[src/sv/gamepad_frame_deframer_top_assert.svh]
// Assertion macros for the gamepad frame deframer.
// Included by the top level; empty when SYNTHESIS is defined.
`ifndef GAMEPAD_FRAME_DEFRAMER_TOP_ASSERT_SVH
`define GAMEPAD_FRAME_DEFRAMER_TOP_ASSERT_SVH

`ifndef SYNTHESIS
// clocked check, ignored while reset is high
`define GFD_ASSERT(lbl, clock, reset, prop, msg) \
  lbl: assert property (@(posedge clock) disable iff (reset) prop) else $error(msg);
// clocked check that also holds during reset
`define GFD_ASSERT_ALWAYS(lbl, clock, prop, msg) \
  lbl: assert property (@(posedge clock) prop) else $error(msg);
`else
`define GFD_ASSERT(lbl, clock, reset, prop, msg)
`define GFD_ASSERT_ALWAYS(lbl, clock, prop, msg)
`endif

`endif

[src/sv/gfd_pkg.sv]
// Shared constants and types for the gamepad frame deframer.
// No dependencies.
`default_nettype none

package gfd_pkg;

  localparam logic [7:0] HDR_BYTE    = 8'hA5;
  localparam logic [7:0] TAIL_BYTE   = 8'hA6;
  localparam int         FRAME_BYTES = 16;           // data bytes between header and tail
  localparam int         POS_W       = 5;            // holds 0..FRAME_BYTES
  localparam logic [POS_W-1:0] TAIL_POS = POS_W'(FRAME_BYTES);
  localparam int         IDX_W       = $clog2(FRAME_BYTES);

  // status codes
  localparam logic STATUS_GOOD     = 1'b0;
  localparam logic STATUS_BAD_TAIL = 1'b1;

  // bit positions of buttons in the raw frame bytes
  localparam int B14_A     = 0;
  localparam int B14_B     = 1;
  localparam int B14_X     = 3;
  localparam int B14_Y     = 4;
  localparam int B14_LB    = 6;
  localparam int B14_RB    = 7;
  localparam int B15_VIEW  = 2;
  localparam int B15_MENU  = 3;
  localparam int B15_GUIDE = 4;
  localparam int B15_LPRS  = 5;
  localparam int B15_RPRS  = 6;
  localparam int B16_SHARE = 0;

  // frame data bytes 1..16 held at index 0..15
  typedef logic [FRAME_BYTES-1:0][7:0] frame_t;

  typedef struct packed {
    logic        frame_status;
    logic [15:0] left_stick_x;
    logic [15:0] left_stick_y;
    logic [15:0] right_stick_x;
    logic [15:0] right_stick_y;
    logic [15:0] left_trigger;
    logic [15:0] right_trigger;
    logic [7:0]  stick_combination;
    logic [11:0] button_bits;
  } result_t;

endpackage

`default_nettype wire

[src/sv/gfd_decode.sv]
// Frame field decode: tail check, axis assembly and button remap.
// Depends on gfd_pkg.
`default_nettype none

module gfd_decode
  import gfd_pkg::*;
(
  input  frame_t     frame,
  input  logic [7:0] tail,
  output result_t    result
);

  logic [11:0] buttons;

  always_comb begin
    buttons     = '0;
    buttons[0]  = frame[13][B14_A];
    buttons[1]  = frame[13][B14_B];
    buttons[2]  = frame[13][B14_X];
    buttons[3]  = frame[13][B14_Y];
    buttons[4]  = frame[13][B14_LB];
    buttons[5]  = frame[13][B14_RB];
    buttons[6]  = frame[14][B15_VIEW];
    buttons[7]  = frame[14][B15_MENU];
    buttons[8]  = frame[14][B15_GUIDE];
    buttons[9]  = frame[14][B15_LPRS];
    buttons[10] = frame[14][B15_RPRS];
    buttons[11] = frame[15][B16_SHARE];
  end

  always_comb begin
    result = '0;
    if (tail != TAIL_BYTE) begin
      result.frame_status = STATUS_BAD_TAIL;
    end else begin
      result.frame_status      = STATUS_GOOD;
      result.left_stick_x      = {frame[1],  frame[0]};
      result.left_stick_y      = {frame[3],  frame[2]};
      result.right_stick_x     = {frame[5],  frame[4]};
      result.right_stick_y     = {frame[7],  frame[6]};
      result.left_trigger      = {frame[9],  frame[8]};
      result.right_trigger     = {frame[11], frame[10]};
      result.stick_combination = frame[12];
      result.button_bits       = buttons;
    end
  end

endmodule

`default_nettype wire

[src/sv/gamepad_frame_deframer_top.sv]
// Gamepad frame deframer. Throughput: one byte word per cycle, except while in_stall holds the tail.
// Latency: a result word appears on the outputs the cycle after its tail byte is taken.
// Input stalls only in the tail slot while the previous result waits under out_stall.
// Reset (rst, synchronous, active high): back to hunting, no result pending.
// Frame store is not cleared; every entry is rewritten before each tail.
`default_nettype none

`include "gamepad_frame_deframer_top_assert.svh"

module gamepad_frame_deframer_top
  import gfd_pkg::*;
(
  input  logic        clk,
  input  logic        rst,
  // byte stream in
  input  logic        in_valid,
  output logic        in_stall,
  input  logic [7:0]  rx_byte,
  // decoded frames out
  output logic        out_valid,
  input  logic        out_stall,
  output logic        frame_status,
  output logic [15:0] left_stick_x,
  output logic [15:0] left_stick_y,
  output logic [15:0] right_stick_x,
  output logic [15:0] right_stick_y,
  output logic [15:0] left_trigger,
  output logic [15:0] right_trigger,
  output logic [7:0]  stick_combination,
  output logic [11:0] button_bits
);

  // ---------------------------------------------------------------
  // Framing state
  //   collecting    : header seen, taking data bytes
  //   byte_position : data bytes taken since the header (0..16);
  //                   at 16 the next byte is the tail
  //   frame_store   : data bytes 1..16
  // ---------------------------------------------------------------
  logic             collecting;
  logic [POS_W-1:0] byte_position;
  frame_t           frame_store;

  // result holding register
  result_t res;
  result_t decoded;

  logic in_take;
  logic at_tail;
  logic load;

  // The next byte is the tail when all data bytes are in.
  assign at_tail = collecting && (byte_position == TAIL_POS);

  // Only a tail word needs the output slot; hunting and data bytes
  // flow on even while a result waits downstream.
  assign in_stall = at_tail && out_valid && out_stall;
  assign in_take  = in_valid && !in_stall;
  assign load     = in_take && at_tail;

  always_ff @(posedge clk) begin
    if (rst) begin
      collecting    <= 1'b0;
      byte_position <= '0;
    end else if (in_take) begin
      if (!collecting) begin
        // hunting: anything but the header is dropped
        if (rx_byte == HDR_BYTE) begin
          collecting    <= 1'b1;
          byte_position <= '0;
        end
      end else if (at_tail) begin
        // good or bad, hunting resumes with the next byte
        collecting    <= 1'b0;
        byte_position <= '0;
      end else begin
        // data byte; a header value here is plain data
        byte_position <= byte_position + POS_W'(1);
      end
    end
  end

  // data store needs no reset
  always_ff @(posedge clk) begin
    if (in_take && collecting && !at_tail) begin
      frame_store[byte_position[IDX_W-1:0]] <= rx_byte;
    end
  end

  // Decode straight off the store and the incoming tail byte.
  gfd_decode u_decode (
    .frame  (frame_store),
    .tail   (rx_byte),
    .result (decoded)
  );

  // Output register: loads on a tail, drops once taken downstream.
  always_ff @(posedge clk) begin
    if (rst) begin
      out_valid <= 1'b0;
    end else if (load) begin
      out_valid <= 1'b1;
    end else if (!out_stall) begin
      out_valid <= 1'b0;
    end
  end

  always_ff @(posedge clk) begin
    if (load) begin
      res <= decoded;
    end
  end

  assign frame_status      = res.frame_status;
  assign left_stick_x      = res.left_stick_x;
  assign left_stick_y      = res.left_stick_y;
  assign right_stick_x     = res.right_stick_x;
  assign right_stick_y     = res.right_stick_y;
  assign left_trigger      = res.left_trigger;
  assign right_trigger     = res.right_trigger;
  assign stick_combination = res.stick_combination;
  assign button_bits       = res.button_bits;

  // ---------------------------------------------------------------
  // Checks
  // ---------------------------------------------------------------
  `GFD_ASSERT(a_pos_idle_zero, clk, rst, !collecting |-> byte_position == '0, "position set while hunting")
  `GFD_ASSERT(a_stall_tail_only, clk, rst, in_stall |-> at_tail, "input stalled off the tail")
  `GFD_ASSERT(a_tail_gives_word, clk, rst, load |=> out_valid, "tail accepted without result")
  // every field below the status bit is zero on a bad tail
  `GFD_ASSERT_ALWAYS(a_bad_zeroed, clk,
    (out_valid && frame_status == STATUS_BAD_TAIL) |-> (res[$bits(res)-2:0] == '0),
    "bad tail result not zeroed")

endmodule

`default_nettype wire
[config.mk]
export PLATFORM = sky130hd
export DESIGN_NAME = gamepad_frame_deframer_top
export DESIGN_NICKNAME = d
export VERILOG_FILES = /design/src/sv/gfd_pkg.sv /design/src/sv/gfd_decode.sv /design/src/sv/gamepad_frame_deframer_top.sv
export VERILOG_INCLUDE_DIRS = /design/src /design/src/sv
export SDC_FILE = /design/constraint.sdc
export NUM_CORES = 1
export LEC_CHECK = 0
export BUFFER_PORTS_ARGS = -buffer_cell sky130_fd_sc_hd__buf_4
export CAP_MARGIN = 30
export CORE_AREA = 3 3 128 130
export DETAILED_ROUTE_END_ITERATION = 10
export DIE_AREA = 0 0 131 133
export GPL_ROUTABILITY_DRIVEN = 1
export GPL_TIMING_DRIVEN = 0
export PLACE_DENSITY = 0.77
export SLEW_MARGIN = 5
export SYNTH_ARGS = -nofsm -noshare
export SYNTH_HDL_FRONTEND = slang
export SYNTH_SLANG_ARGS = --single-unit
[constraint.sdc]
create_clock -name clk -period 8.7 [get_ports clk]
set_clock_uncertainty 0.1 [all_clocks]
set_input_delay 1.74 -clock clk [delete_from_list [all_inputs] [get_ports clk]]
set_output_delay 1.74 -clock clk [all_outputs]
set_load 0.05 [all_outputs]
======== After elaboration in Yosys (flattened, before gate mapping) ========
Cells that the tools add are included.
cells by class
  $mul .................................... 0
  reductions and logical operators ........ 12
  equality and inequality tests ........... 4
  divide/modulo/power cells ............... 0
  add/subtract/negate cells ............... 1
  muxes and demuxes ....................... 12
  magnitude comparators ................... 2
  bitwise operators ....................... 0
  shift-type cells ........................ 0
operator list
  operator                                                                             count
  128-bit bitwise mux                                                                  1
  8-bit demux with 4-bit select                                                        1
  5-bit 2-to-1 mux                                                                     3
  8-bit equality test, second input constant                                           1
  1-bit logical AND                                                                    8
  8-bit 2-to-1 mux                                                                     1
  8-bit inequality test, second input constant                                         1
  1-bit 2-to-1 mux                                                                     6
  5-bit by 1-bit adder with 5-bit output, second input constant                        1
  5-bit equality test, second input constant                                           1
  4-bit by 5-bit < comparator with 1-bit output, second input constant                 1
  4-bit by 1-bit greater-or-equal comparator with 1-bit output, second input constant  1
  1-bit logical NOT                                                                    2
  2-bit by 1-bit inequality test with 1-bit output, second input constant              1
  2-bit AND reduction                                                                  1
  2-bit nonzero test                                                                   1
storage, ports and cells
  bits in latches ......................... 0
  RAM bits ................................ 0
  bits in read-only memories .............. 0
  bits in registers ....................... 252
  memories kept ........................... 0
  input port bits ......................... 12

======== Logic depth before layout (Yosys ltp) ========
  word-level depth ........................ 8
  mapped depth ............................ 6

======== Hierarchy ========
Synthesis repeated with hierarchy kept, for this count alone.
second synthesis, totals
  cells, all modules ...................... 580
  area total of the unflattened synthesis .. 9322.7 um^2
by module, submodules not included
  module                      sequential area each (um^2)  instances  cells an instance  area an instance (um^2)
  gamepad_frame_deframer_top  7497.2                       1          319                7963.9
  gfd_decode                  0.0                          1          261                1358.8

======== Worst setup path after synthesis ========
OpenSTA, ideal clock, no wires.
  kind .................................... input port to flip-flop
  from .................................... input port in_valid
  to ...................................... register res (netlist bit button_bits[0]), enable pin
  cell stages on the path ................. 2
  setup slack ............................. 1.487 ns
  arrival ................................. 6.531 ns
  path buffers ............................ 0
  cell sequence ........................... nand2_2 a211oi_2
between the ends
  cells in the longest elaborated chain, start to end .. 2
RTL lines
  item                    line                               RTL
  start: declaration      gamepad_frame_deframer_top.sv:16   input logic in_valid,
  1-bit logical AND       gamepad_frame_deframer_top.sv:58   assign in_take = in_valid && !in_stall;
  1-bit logical AND       gamepad_frame_deframer_top.sv:59   assign load = in_take && at_tail;
  net load                gamepad_frame_deframer_top.sv:50   logic load;
  end signal: assignment  gamepad_frame_deframer_top.sv:110  res <= decoded;
  end: declaration        gamepad_frame_deframer_top.sv:45   result_t res;
The timed path passes the listed nets, and every way through them passes these cells.
A chain may end at the register's enable or synchronous reset.

======== Final worst setup path ========
  from .................................... input port out_stall
  to ...................................... output port in_stall
between the ends
  cells in the longest elaborated chain, start to end .. 1
RTL lines
  item                line                              RTL
  start: declaration  gamepad_frame_deframer_top.sv:21  input logic out_stall,
  1-bit logical AND   gamepad_frame_deframer_top.sv:57  assign in_stall = at_tail && out_valid && out_stall;
  end: declaration    gamepad_frame_deframer_top.sv:17  output logic in_stall,
Every way passes these cells.

==> out/metrics.cfg <==
[floorplan]
die-area_sq_um = 17400
core_area_sq_um = 15300
initial_core_util_pct = 55.8
die_w_um = 131
rows = 45
die_h_um = 133
ios = 131

[flow_run]
max-cap-violations = 0

[timing]
tightest_slew_ns = 0.877
max_freq_mhz = 240
period_needed_ns = 4.17
rsz0062_at_grt = no
min_period_over_period_pct = 47.9
fin_ws_ns = 4.53
relSlewSlack_pct = 41.3
finalHoldViolCount = 0
slew_violations = 0
setup-violations-final = 0

[power_and_ir_drop]
leakage_nw = 4.60
ir_worst_vdd_mv = 0.218
pwr-share-clk_pct = 45.8
p_int_mw = 1.95
cellPowerDensity_nw_per_um2 = 222
netSwitchingPower_mw = 0.420
total_power_mw = 2.37
p_seq_share_pct = 53.0
switching_share_pct = 17.7
p_comb_share_pct = 1.2

[placement]
place_area_sq_um = 9850
place.gp.congestion = 0.831
place_hpwl_mm = 10.5
place_inst = 797
place_ws_ns = 4.52
numPortBuffers = 129

[global_routing]
grt_pass1_wl_mm = 25.0
antenna_found_initial = 0
grt_pass1_vias = 4397
overflow = 0
track_usage_pct = 19.1
grt_max_degree = 21

[cells_and_area]
final_cells = 836
nNetsFinal = 626
syn_to_final_growth_pct = 25.6
num_antenna_cells = 0
final_layout_size_suffix_gt1_share_pct = 33.3
stdcell_area_sq_um = 10700

[yosys]
async_flop_share_pct = 0
yosysSeqAreaShare_pct = 83.9
synth.largest_area_cell = edfxtp_1
synth_edf_count = 233
syn_nets = 466
syn_inst = 450
synth_top_flop_cell = edfxtp_1
synth_area_sq_um = 8510
ys_seq_elements = 240
yosysTopAreaCellShare_pct = 82.2
avgSynthCellArea_sq_um = 18.9
yosysWarningCount = 0
yosys-top-cells-area = edfxtp_1 (82%), and3_1 (8.8%), dfxtp_1 (1.6%)
synth_cell_types = 35

[cts]
cts_resized = 0
h-tree-depth = 1
cts.sinks = 240
clk_latency_ns = 0.49
cts-root-buf = clkbuf_16
clk_path_buf_depth = 3
hold_buffers = 0
cts_tree = done
clk_pin_slew_ns = 0.06
cts_setup_buffers = 0
cts_buffers = 22

[worst_setup_path]
worst-setup-path-type = input pin to output pin
r2r_start = byte_position[1]
cp-end-kind = output pin
cp_data_arrival_time_ns = 2.33
startpoint = out_stall
reg2reg_to = left_trigger[0]
endpoint = in_stall
ff2ff_setup_slack_ns = 5.87
crit_required_ns = 6.86
crit_fanout = 3
start_kind = input pin
rr_worst_depth = 7

[routing]
first_pass_iters = 4
final_antenna_net_count = 0
via_count = 4413
routed_wl_mm = 16.5
drc = 0
drt-initial-drc-count = 337
wl_per_cell_um = 19.8
via_per_inst = 5.28

[hold_path]
min_delay_path_depth = 1
hold_path.class = flop to flop

[outcome]
outcome = complete, no violations

==> stage by stage <==
step	util, %	TNS (ns)	hold slack (ns)
floorplan	-	0	0.420
global placement	63.8	-15.82	0.423
detailed placement	64.6	0	0.426
CTS	70.0	0	0.440
global route	70.0	0	0.454
finish	70.0	0	0.438
==> power by group through the flow <==
stage,clock (mW),combinational [mW],sequential (mW)
after floorplan,0,0.00873,1.28
after global placement,0,0.0277,1.28
after detailed placement,0,0.0292,1.28
after CTS,1.10,0.0291,1.26
after global routing,1.15,0.0317,1.26
final,1.09,0.0289,1.26
==> layout make-up <==
| type | count | area, sq um |
|---|---|---|
| buffer | 29 | 158 |
| clock buffer | 25 | 583 |
| clock inverter | 14 | 249 |
| fill | 958 | 4570 |
| inverter | 4 | 15.0 |
| multi-input combinational | 177 | 1200 |
| sequential | 240 | 7140 |
| tap | 211 | 264 |
| timing repair buffer | 136 | 1070 |
==> worst max-delay path, cell delays in order <==
cell,delay [ns]
buf_4,0.11
nand3_1,0.11
nor2_4,0.14
buf_4,0.22
==> flip-flops by register name, indices dropped and copies added (netlist names) <==
name	flops
right_stick_y	16
left_stick_x	16
out_valid	1
frame_status	1
collecting	1
byte_position	5
left_trigger	16
left_stick_y	16
right_trigger	16
stick_combination	8
frame_store	116
right_stick_x	16
button_bits	12
==> how the worst min path moves through the flow <==
stage | startpoint | to | slack, ns
2_1_floorplan | frame_store[104] | button_bits[0] | 0.42
3_3_place_gp | frame_store[1] | left_stick_x[1] | 0.42
3_5_place_dp | frame_store[89] | right_trigger[9] | 0.43
4_1_cts | frame_store[82] | right_trigger[2] | 0.44
5_1_grt | frame_store[120] | button_bits[11] | 0.45
6_report | frame_store[82] | right_trigger[2] | 0.44
==> synthesized netlist by cell type, types with 2 or more instances <==
library cell / n
o21ai_0: 3
clkbuf_2: 8
nor3_1: 2
a211oi_2: 2
nand3_1: 4
dfxtp_1: 7
nor3b_1: 2
nand2_1: 2
nor2_1: 4
inv_1: 4
edfxtp_1: 233
and4bb_1: 2
a21oi_1: 4
buf_6: 2
buf_4: 2
clkbuf_1: 3
and2_1: 14
ha_1: 4
and3_1: 120
buf_2: 13
==> logic make-up after synthesis <==
logic type | synth area share (%)
flip-flops | 83.9
AND/OR/NAND/NOR | 12.2
buffers and inverters | 2.03
AO/OA/AOI/OAI | 1.32
adder cells (fa/ha/maj) | 0.588
==> cell usage in the layout (no fill, tap or decap), types with 2 or more instances in the layout <==
cell type,n
o21ai_0,3
nand2_1,2
a21oi_1,4
clkinv_2,4
and4bb_1,2
nand3_1,4
nor3b_1,2
ha_1,4
clkbuf_2,8
and2_1,14
edfxtp_1,233
clkbuf_1,5
buf_4,131
and3_1,120
buf_6,2
inv_1,4
buf_2,13
buf_8,7
nor3_1,2
clkinvlp_4,2
dfxtp_1,7
nor2_1,4
clkbuf_16,23
bufinv_16,7
==> metal layers <==
metal | routed length (um) | share of wire, % | global-route usage, %
met5 | 0 | 0 | 0
met2 | 8750 | 53 | 34.1
met1 | 6240 | 38 | 24.3
met3 | 1260 | 7.6 | 3.07
met4 | 263 | 1.6 | 4.51
(Power assumes the default switching activity.)
